===== src/rtl/ucd_pkg.sv =====
// Shared types and constants for the Unix-seconds to civil date converter.
// Holds the request and response beat structs, the reciprocal constants
// and the month-start table. Depends on nothing.
package ucd_pkg;

   typedef struct packed {
      logic [31:0] unix_seconds;
      logic [9:0]  fraction_ms;
   } ucd_req_type;

   typedef struct packed {
      logic [11:0] year;
      logic [3:0]  month;
      logic [4:0]  day;
      logic [4:0]  hour;
      logic [5:0]  minute;
      logic [5:0]  second;
      logic [9:0]  millisecond;
   } ucd_rsp_type;

   // Pipeline depth from accepted request to registered response.
   localparam int unsigned PIPE_STAGES = 9;

   // 86400 = 128 * 675, so the day count is (secs >> 7) / 675.
   localparam int unsigned SECS_PER_DAY = 86400;
   localparam int unsigned DAY_LOW_BITS = 7;
   localparam int unsigned DAY_DIV      = SECS_PER_DAY >> DAY_LOW_BITS;
   localparam int unsigned SECS_PER_MIN = 60;
   localparam int unsigned MINS_PER_HR  = 60;

   // Rounded-up reciprocals. Each shift is chosen so that the product is
   // the exact quotient over the full range of its dividend.
   localparam int unsigned DAY_SHIFT = 35;
   localparam logic [25:0] DAY_RECIP =
      26'(((64'd1 << DAY_SHIFT) + 64'(DAY_DIV) - 64'd1) / 64'(DAY_DIV));

   localparam int unsigned MIN_SHIFT = 19;   // (sod >> 2) / 15
   localparam logic [15:0] MIN_RECIP = 16'(((64'd1 << MIN_SHIFT) + 64'd14) / 64'd15);

   localparam int unsigned HOUR_SHIFT = 13;  // (minutes >> 2) / 15
   localparam logic [9:0]  HOUR_RECIP = 10'(((64'd1 << HOUR_SHIFT) + 64'd14) / 64'd15);

   localparam int unsigned DAYS_PER_YEAR = 365;
   localparam int unsigned Q1460_SHIFT = 25; // (doe >> 2) / 365
   localparam logic [16:0] Q1460_RECIP =
      17'(((64'd1 << Q1460_SHIFT) + 64'(DAYS_PER_YEAR) - 64'd1) / 64'(DAYS_PER_YEAR));

   localparam int unsigned YOE_SHIFT = 27;   // t / 365
   localparam logic [18:0] YOE_RECIP =
      19'(((64'd1 << YOE_SHIFT) + 64'(DAYS_PER_YEAR) - 64'd1) / 64'(DAYS_PER_YEAR));

   localparam int unsigned MONTH_LEN_SUM = 153;
   localparam int unsigned MP_SHIFT = 19;    // (5 * doy + 2) / 153
   localparam logic [11:0] MP_RECIP =
      12'(((64'd1 << MP_SHIFT) + 64'(MONTH_LEN_SUM) - 64'd1) / 64'(MONTH_LEN_SUM));

   // Era arithmetic. Every 32-bit input lands in era 4 or era 5.
   localparam logic [19:0] EPOCH_SHIFT   = 20'd719468;
   localparam int unsigned DAYS_PER_ERA  = 146097;
   localparam logic [19:0] ERA4_START    = 20'(4 * DAYS_PER_ERA);
   localparam logic [19:0] ERA5_START    = 20'(5 * DAYS_PER_ERA);
   localparam logic [11:0] ERA4_YEAR     = 12'd1600;
   localparam logic [11:0] ERA5_YEAR     = 12'd2000;
   localparam int unsigned CENTURY_DAYS  = 36524;
   localparam logic [17:0] LAST_ERA_DAY  = 18'd146096;
   localparam int unsigned YEARS_PER_CENT = 100;

   // March-based month index to its first day of year: (153 * mp + 2) / 5.
   function automatic logic [8:0] month_start(input logic [3:0] mp);
      logic [8:0] first;
      unique case (mp)
         4'd0:    first = 9'd0;
         4'd1:    first = 9'd31;
         4'd2:    first = 9'd61;
         4'd3:    first = 9'd92;
         4'd4:    first = 9'd122;
         4'd5:    first = 9'd153;
         4'd6:    first = 9'd184;
         4'd7:    first = 9'd214;
         4'd8:    first = 9'd245;
         4'd9:    first = 9'd275;
         4'd10:   first = 9'd306;
         4'd11:   first = 9'd337;
         default: first = 9'd0;
      endcase
      return first;
   endfunction

endpackage


===== src/rtl/unix_seconds_to_civil_date.sv =====
// Top level of the Unix-seconds to civil date converter: a nine-stage
// pipeline built on reciprocal multiplies. Depends on ucd_pkg.
//
// Usage. A request beat (req_data: unix_seconds, fraction_ms) is taken at
// every rising edge where start is high and busy is low. busy is high only
// while reset is asserted, so outside reset a new beat can enter on every
// clock cycle. Each request produces exactly one response beat on rsp_data,
// marked by rsp_strobe for one cycle, in request order.
//
// Depth and throughput. A request passes through a nine-register path
// from its accepting edge to rsp_data. Throughput is one beat per cycle.
// The depth follows from the chain of constant divides (by 86400, 1460,
// 365, 153 and 60), each done as a registered multiply by a rounded-up
// reciprocal ahead of the logic that uses its quotient; the era split by
// 146097 is done by a compare.
//
// Reset is synchronous and clears only the valid bits, so beats in flight
// are dropped. The receiver has no way to stall the pipeline: a response
// beat must be taken in the cycle it is shown.

module unix_seconds_to_civil_date (
   input  logic                  clock,
   input  logic                  reset,
   input  logic                  start,
   input  ucd_pkg::ucd_req_type  req_data,
   output logic                  busy,
   output logic                  rsp_strobe,
   output ucd_pkg::ucd_rsp_type  rsp_data
);

   // Time of day travels as one bundle once it is complete.
   typedef struct packed {
      logic [4:0] hour;
      logic [5:0] minute;
      logic [5:0] second;
      logic [9:0] millisecond;
   } tod_type;

   logic accept;
   logic [ucd_pkg::PIPE_STAGES-1:0] valid_ff, valid_in;

   assign busy   = reset;
   assign accept = start && !busy;

   // Stage 1: day count as a product, (secs >> 7) * recip(675).
   logic [50:0] s1_prod_ff, s1_prod_in;
   logic [24:0] s1_high_ff;
   logic [6:0]  s1_low_ff;
   logic [9:0]  s1_ms_ff;

   // Stage 2: day number, second of day, and the day count shifted to March 1 of year 0.
   logic [15:0] s2_days;
   logic [24:0] s2_rem;
   logic [16:0] s2_sod_ff, s2_sod_in;
   logic [19:0] s2_z_ff, s2_z_in;
   logic [9:0]  s2_ms_ff;

   // Stage 3: era split and the minute product.
   logic        s3_era5_ff, s3_era5_in;
   logic [17:0] s3_doe_ff, s3_doe_in;
   logic [30:0] s3_mprod_ff, s3_mprod_in;
   logic [16:0] s3_sod_ff;
   logic [9:0]  s3_ms_ff;

   // Stage 4: leap-day corrections, seconds and the hour product.
   logic [10:0] s4_minutes;
   logic [32:0] s4_aprod_ff, s4_aprod_in;
   logic [2:0]  s4_cent_ff, s4_cent_in;
   logic        s4_last_ff, s4_last_in;
   logic [17:0] s4_doe_ff;
   logic        s4_era5_ff;
   logic [10:0] s4_min_ff;
   logic [5:0]  s4_sec_ff, s4_sec_in;
   logic [18:0] s4_hprod_ff, s4_hprod_in;
   logic [9:0]  s4_ms_ff;

   // Stage 5: leap-free day index and the complete time of day.
   logic [6:0]  s5_quad;
   logic [17:0] s5_t_ff, s5_t_in;
   logic [17:0] s5_doe_ff;
   logic        s5_era5_ff;
   tod_type     s5_tod_ff, s5_tod_in;

   // Stage 6: year-of-era product.
   logic [36:0] s6_yprod_ff, s6_yprod_in;
   logic [17:0] s6_doe_ff;
   logic        s6_era5_ff;
   tod_type     s6_tod_ff;

   // Stage 7: year of era and day of year.
   logic [8:0]  s7_yoe_ff, s7_yoe_in;
   logic [1:0]  s7_cent;
   logic [17:0] s7_yday;
   logic [8:0]  s7_doy_ff, s7_doy_in;
   logic        s7_era5_ff;
   tod_type     s7_tod_ff;

   // Stage 8: month product and base year.
   logic [10:0] s8_num;
   logic [22:0] s8_mprod_ff, s8_mprod_in;
   logic [11:0] s8_year_ff, s8_year_in;
   logic [8:0]  s8_doy_ff;
   tod_type     s8_tod_ff;

   // Stage 9: month, day, January/February year carry, output register.
   logic [3:0]  s9_mp;
   logic [3:0]  s9_month;
   ucd_pkg::ucd_rsp_type rsp_data_ff, rsp_data_in;

   assign valid_in = {valid_ff[ucd_pkg::PIPE_STAGES-2:0], accept};

   always_comb begin
      s1_prod_in = 51'(req_data.unix_seconds[31:ucd_pkg::DAY_LOW_BITS])
                   * 51'(ucd_pkg::DAY_RECIP);

      s2_days   = 16'(s1_prod_ff >> ucd_pkg::DAY_SHIFT);
      s2_rem    = s1_high_ff - 25'(25'(s2_days) * 25'(ucd_pkg::DAY_DIV));
      s2_sod_in = {s2_rem[9:0], s1_low_ff};
      s2_z_in   = 20'(s2_days) + ucd_pkg::EPOCH_SHIFT;

      s3_era5_in  = (s2_z_ff >= ucd_pkg::ERA5_START);
      s3_doe_in   = 18'(s2_z_ff - (s3_era5_in ? ucd_pkg::ERA5_START : ucd_pkg::ERA4_START));
      s3_mprod_in = 31'(s2_sod_ff[16:2]) * 31'(ucd_pkg::MIN_RECIP);

      // doe / 1460 as (doe >> 2) / 365; doe / 36524 and doe / 146096 by compares.
      s4_aprod_in = 33'(s3_doe_ff[17:2]) * 33'(ucd_pkg::Q1460_RECIP);
      s4_cent_in  = 3'(s3_doe_ff >= 18'(ucd_pkg::CENTURY_DAYS))
                  + 3'(s3_doe_ff >= 18'(2 * ucd_pkg::CENTURY_DAYS))
                  + 3'(s3_doe_ff >= 18'(3 * ucd_pkg::CENTURY_DAYS))
                  + 3'(s3_doe_ff >= 18'(4 * ucd_pkg::CENTURY_DAYS));
      s4_last_in  = (s3_doe_ff == ucd_pkg::LAST_ERA_DAY);
      s4_minutes  = 11'(s3_mprod_ff >> ucd_pkg::MIN_SHIFT);
      s4_sec_in   = 6'(s3_sod_ff - 17'(17'(s4_minutes) * 17'(ucd_pkg::SECS_PER_MIN)));
      s4_hprod_in = 19'(s4_minutes[10:2]) * 19'(ucd_pkg::HOUR_RECIP);

      s5_quad = 7'(s4_aprod_ff >> ucd_pkg::Q1460_SHIFT);
      s5_t_in = s4_doe_ff - 18'(s5_quad) + 18'(s4_cent_ff) - 18'(s4_last_ff);
      s5_tod_in.hour        = 5'(s4_hprod_ff >> ucd_pkg::HOUR_SHIFT);
      s5_tod_in.minute      = 6'(s4_min_ff - 11'(11'(s5_tod_in.hour)
                                 * 11'(ucd_pkg::MINS_PER_HR)));
      s5_tod_in.second      = s4_sec_ff;
      s5_tod_in.millisecond = s4_ms_ff;

      s6_yprod_in = 37'(s5_t_ff) * 37'(ucd_pkg::YOE_RECIP);

      s7_yoe_in = 9'(s6_yprod_ff >> ucd_pkg::YOE_SHIFT);
      s7_cent   = 2'(s7_yoe_in >= 9'(ucd_pkg::YEARS_PER_CENT))
                + 2'(s7_yoe_in >= 9'(2 * ucd_pkg::YEARS_PER_CENT))
                + 2'(s7_yoe_in >= 9'(3 * ucd_pkg::YEARS_PER_CENT));
      s7_yday   = 18'(18'(s7_yoe_in) * 18'(ucd_pkg::DAYS_PER_YEAR))
                + 18'(s7_yoe_in >> 2) - 18'(s7_cent);
      s7_doy_in = 9'(s6_doe_ff - s7_yday);

      s8_num      = 11'(11'(s7_doy_ff) * 11'd5 + 11'd2);
      s8_mprod_in = 23'(s8_num) * 23'(ucd_pkg::MP_RECIP);
      s8_year_in  = 12'(s7_yoe_ff) + (s7_era5_ff ? ucd_pkg::ERA5_YEAR : ucd_pkg::ERA4_YEAR);

      // The March-based year rolls over in January and February.
      s9_mp    = 4'(s8_mprod_ff >> ucd_pkg::MP_SHIFT);
      s9_month = (s9_mp < 4'd10) ? s9_mp + 4'd3 : s9_mp - 4'd9;
      rsp_data_in.year        = s8_year_ff + 12'(s9_month <= 4'd2);
      rsp_data_in.month       = s9_month;
      rsp_data_in.day         = 5'(s8_doy_ff - ucd_pkg::month_start(s9_mp) + 9'd1);
      rsp_data_in.hour        = s8_tod_ff.hour;
      rsp_data_in.minute      = s8_tod_ff.minute;
      rsp_data_in.second      = s8_tod_ff.second;
      rsp_data_in.millisecond = s8_tod_ff.millisecond;
   end

   always_ff @(posedge clock) begin
      if (reset) begin
         valid_ff <= '0;
      end else begin
         valid_ff <= valid_in;
      end
   end

   // Payload registers load every cycle; the valid bits say which beats are real.
   always_ff @(posedge clock) begin
      s1_prod_ff  <= s1_prod_in;
      s1_high_ff  <= req_data.unix_seconds[31:ucd_pkg::DAY_LOW_BITS];
      s1_low_ff   <= req_data.unix_seconds[ucd_pkg::DAY_LOW_BITS-1:0];
      s1_ms_ff    <= req_data.fraction_ms;

      s2_sod_ff   <= s2_sod_in;
      s2_z_ff     <= s2_z_in;
      s2_ms_ff    <= s1_ms_ff;

      s3_era5_ff  <= s3_era5_in;
      s3_doe_ff   <= s3_doe_in;
      s3_mprod_ff <= s3_mprod_in;
      s3_sod_ff   <= s2_sod_ff;
      s3_ms_ff    <= s2_ms_ff;

      s4_aprod_ff <= s4_aprod_in;
      s4_cent_ff  <= s4_cent_in;
      s4_last_ff  <= s4_last_in;
      s4_doe_ff   <= s3_doe_ff;
      s4_era5_ff  <= s3_era5_ff;
      s4_min_ff   <= s4_minutes;
      s4_sec_ff   <= s4_sec_in;
      s4_hprod_ff <= s4_hprod_in;
      s4_ms_ff    <= s3_ms_ff;

      s5_t_ff     <= s5_t_in;
      s5_doe_ff   <= s4_doe_ff;
      s5_era5_ff  <= s4_era5_ff;
      s5_tod_ff   <= s5_tod_in;

      s6_yprod_ff <= s6_yprod_in;
      s6_doe_ff   <= s5_doe_ff;
      s6_era5_ff  <= s5_era5_ff;
      s6_tod_ff   <= s5_tod_ff;

      s7_yoe_ff   <= s7_yoe_in;
      s7_doy_ff   <= s7_doy_in;
      s7_era5_ff  <= s6_era5_ff;
      s7_tod_ff   <= s6_tod_ff;

      s8_mprod_ff <= s8_mprod_in;
      s8_year_ff  <= s8_year_in;
      s8_doy_ff   <= s7_doy_ff;
      s8_tod_ff   <= s7_tod_ff;

      rsp_data_ff <= rsp_data_in;
   end

   assign rsp_strobe = valid_ff[ucd_pkg::PIPE_STAGES-1];
   assign rsp_data   = rsp_data_ff;

`ifndef SYNTHESIS
   a_ms_passthrough: assert property (@(posedge clock) disable iff (reset)
      rsp_strobe |-> rsp_data.millisecond == $past(req_data.fraction_ms, ucd_pkg::PIPE_STAGES))
      else $error("millisecond did not follow its request through the pipeline");

   a_time_range: assert property (@(posedge clock) disable iff (reset)
      rsp_strobe |-> (rsp_data.hour < 5'd24 && rsp_data.minute < 6'd60
                      && rsp_data.second < 6'd60))
      else $error("time of day out of range");

   a_date_range: assert property (@(posedge clock) disable iff (reset)
      rsp_strobe |-> (rsp_data.month >= 4'd1 && rsp_data.month <= 4'd12
                      && rsp_data.day >= 5'd1))
      else $error("month or day out of range");

   a_year_range: assert property (@(posedge clock) disable iff (reset)
      rsp_strobe |-> (rsp_data.year >= 12'd1970 && rsp_data.year <= 12'd2106))
      else $error("year outside the span of 32-bit Unix time");
`endif

endmodule

===== config.mk =====
export PLATFORM = sky130hd
export DESIGN_NAME = unix_seconds_to_civil_date
export DESIGN_NICKNAME = d
export VERILOG_FILES = /design/src/rtl/ucd_pkg.sv /design/src/rtl/unix_seconds_to_civil_date.sv
export SDC_FILE = /design/constraint.sdc
export NUM_CORES = 2
export LEC_CHECK = 0
export ABC_AREA = 0
export BUFFER_PORTS_ARGS = -buffer_cell sky130_fd_sc_hd__clkbuf_2
export CAP_MARGIN = 0
export CORE_UTILIZATION = 55
export CTS_BUF_LIST = sky130_fd_sc_hd__clkbuf_8
export DETAILED_ROUTE_END_ITERATION = 10
export PLACE_DENSITY = 0.79
export SLEW_MARGIN = 25
export SYNTH_ARGS = -nofsm -noshare
export SYNTH_HDL_FRONTEND = slang
export SYNTH_SLANG_ARGS = --single-unit

===== constraint.sdc =====
create_clock -name clock -period 9.86 [get_ports clock]
set_input_delay 0.493 -clock clock [delete_from_list [all_inputs] [get_ports clock]]
set_output_delay 0.493 -clock clock [all_outputs]
set_load 0.1 [all_outputs]

==> impl_metrics.env <==
export IMPL_status="completed"
export IMPL_cts_resized_gates=0
export IMPL_antenna_found_initial=1
export IMPL_met3WireLength_mm=2.019
export IMPL_slowest_stage="fa_1"
export IMPL_synth_seq_area_share_pct=22.99
export IMPL_ctsRootBufferMaster="clkbuf_8"
export IMPL_cp_data_required_time_ns=10.45
export IMPL_antenna_left=0
export IMPL_post_dp_cell_area_um2=40580
export IMPL_io_buffers=94
export IMPL_dr_pass1_iters=4
export IMPL_grt_max_degree=14
export IMPL_dp_final_hpwl_mm=58.92
export IMPL_fmax_ghz=0.1363
export IMPL_clkTransAtPathRegs_ns=0.07
export IMPL_maxSlewHeadroom_pct=34.30
export IMPL_synth_warnings=0
export IMPL_vias=23520
export IMPL_ys_async_sr_fraction_pct=0
export IMPL_synthCells=3527
export IMPL_vias_per_cell=4.991
export IMPL_layout_drive_gt1_share_pct=6.258
export IMPL_endpoint_kind="flop"
export IMPL_period_minus_slack_ns=7.336
export IMPL_fillers=5608
export IMPL_worstMarginPinSlew_ns=0.9789
export IMPL_finClkSkew_ns=0.02667
export IMPL_drc=0
export IMPL_first_iter_violations=826
export IMPL_synth_cell_types=74
export IMPL_yosys_register_bits=447
export IMPL_crit_fanout=6
export IMPL_tns_ns=0
export IMPL_h_tree_depth=3
export IMPL_clk_path_buf_depth=3
export IMPL_overflow=0
export IMPL_die_x_um=268.0
export IMPL_syn_area_um2=38920
export IMPL_cpPeakStageDelay_ns=0.54
export IMPL_grt_total_usage_pct=20.95
export IMPL_grt_pass1_wl_mm=120.8
export IMPL_synth_top_flop_cell="dfxtp_1"
export IMPL_die_height_um=268.0
export IMPL_mostFrequentLayoutCell="ha_1"
export IMPL_io_pins=95
export IMPL_area_growth_pct=8.705
export IMPL_m1WireLength_mm=30.55
export IMPL_post_cts_setup_buffers=0
export IMPL_cts_hold_buf=17
export IMPL_max_cap_violations=0
export IMPL_cts_tree="done"
export IMPL_initial_utilization_pct=55.58
export IMPL_rows=97
export IMPL_die_area_um2=71840
export IMPL_start_kind="flop"
export IMPL_wl_met2_mm=36.22
export IMPL_stdcell_area_um2=42310
export IMPL_synth_net_count=5002
export IMPL_synth_edf_count=0
export IMPL_numCtsBuffers=74
export IMPL_layout_common_cells="948 x ha_1, 892 x inv_1, 482 x fa_1"
export IMPL_drv_slew=0
export IMPL_top_layer_used="met4"
export IMPL_crit_path_frequent_cell="ha_1"
export IMPL_path_class="flop to flop"
export IMPL_worstPathArrival_ns=7.92
export IMPL_grt_setup_unrepaired="no"
export IMPL_setup_viol=0
export IMPL_avgSynthCellArea_um2=11.04
export IMPL_fin_nets=5189
export IMPL_fin_crit_sh_pct=74.40
export IMPL_final_hold_violation_count=0
export IMPL_grt_pass1_vias=25560
export IMPL_core_um2=70030
export IMPL_clock_latency_ns=0.66
export IMPL_hp_class="input port to flop"
export IMPL_place_gp_congestion=0.9132
export IMPL_cts_sinks=447
export IMPL_routedWlPerCell_um=14.93
export IMPL_wl_mm=70.37
path summary, 6_finish.rpt:
| check | from | to | slack, ns | depth (start not counted) |
|---|---|---|---|---|
| max | s7_doy_ff[1]$_DFF_P_ | flop | 2.52 | 30 |
| min | start | valid_ff[0]$_SDFF_PP0_ | 0.06 | 2 |
| max reg2reg | s7_doy_ff[1]$_DFF_P_ | flop | 2.52 | 30 |
| min reg2reg | s6_tod_ff[26]$_DFF_P_ | s7_tod_ff[26]$_DFF_P_ | 0.31 | 0 |
synth_stat cells, types with 20 or more instances:
cell	instances	share of area, %
a21o_1	42	0.81
a21oi_1	85	1.1
dfxtp_1	447	23
fa_1	482	25
ha_1	948	30
inv_1	871	8.4
nand2_1	62	0.60
nand3_1	35	0.45
nand4_1	24	0.39
nor2_1	63	0.61
nor2b_1	25	0.40
nor3_1	30	0.39
o21a_1	20	0.39
o21ai_0	42	0.54
xnor2_1	132	3.0
xor2_1	46	1.0
metrics by stage:
step,worst slack [ns],instances,hold WS (ns),utilization (%)
global route,2.084,4712,0.05580,60.42
CTS,2.531,4711,0.009451,60.42
finish,2.524,4712,0.06420,60.42
floorplan,2.950,3527,0.3096,-
global placement,2.703,4561,0.3095,57.94
detailed placement,2.578,4561,0.3121,57.94
registers in the layout, indices dropped and copies added, names as in the netlist, 10 cells and up, named ones only:
register,cells
s3_ms_ff,10
s5_t_ff,18
rsp_data_in,27
s1_prod_ff,16
s2_sod_ff,17
rsp_data,48
s3_mprod_ff,11
s1_ms_ff,10
s1_high_ff,10
s3_doe_ff,18
s6_tod_ff,27
s5_tod_ff,27
s7_tod_ff,27
s4_doe_ff,18
s8_year_ff,12
s2_ms_ff,10
s4_ms_ff,10
s2_z_ff,17
metal layers:
metal,track usage (%),vias up
met2,38.01,316
met5,0,-
met3,2.722,116
met1,25.82,11470
li1,-,11610
met4,6.131,0
cell families (layout without fill, tap and decap cells):
logic type	after synthesis	in the layout	synth area share [%]
buffers and inverters	875	1119	8.448
multiplexers	2	2	0.05143
flip-flops	447	447	22.99
XOR/XNOR	180	180	4.147
AND/OR/NAND/NOR	298	298	3.854
adder cells (fa/ha/maj)	1430	1430	55.26
AO/OA/AOI/OAI	295	295	5.246
other	0	1	0
layout make-up:
class / count / area [µm²] / area share (%)
Antenna cell: 1 / 2.502 / 0.005914
Clock buffer: 89 / 1225 / 2.895
Clock inverter: 44 / 336.6 / 0.7955
Inverter: 872 / 3273 / 7.736
Multi-Input combinational cell: 2205 / 26690 / 63.07
Sequential cell: 447 / 8949 / 21.15
Tap cell: 940 / 1176 / 2.780
Timing Repair Buffer: 114 / 663.1 / 1.567
critical path, delay by kind of cell (launching register included):
| kind | cells | cell delay, ns |
|---|---|---|
| simple gates | 7 | 0.76 |
| flops | 1 | 0.45 |
| compound gates | 11 | 2.20 |
| xor+xnor | 1 | 0.23 |
| fa+ha+maj | 9 | 3.48 |
| buf+inv | 2 | 0.12 |
Power is left out: the tool's default activity adds up to more than one toggle a clock period on the data nets, which glitch-free logic cannot reach.
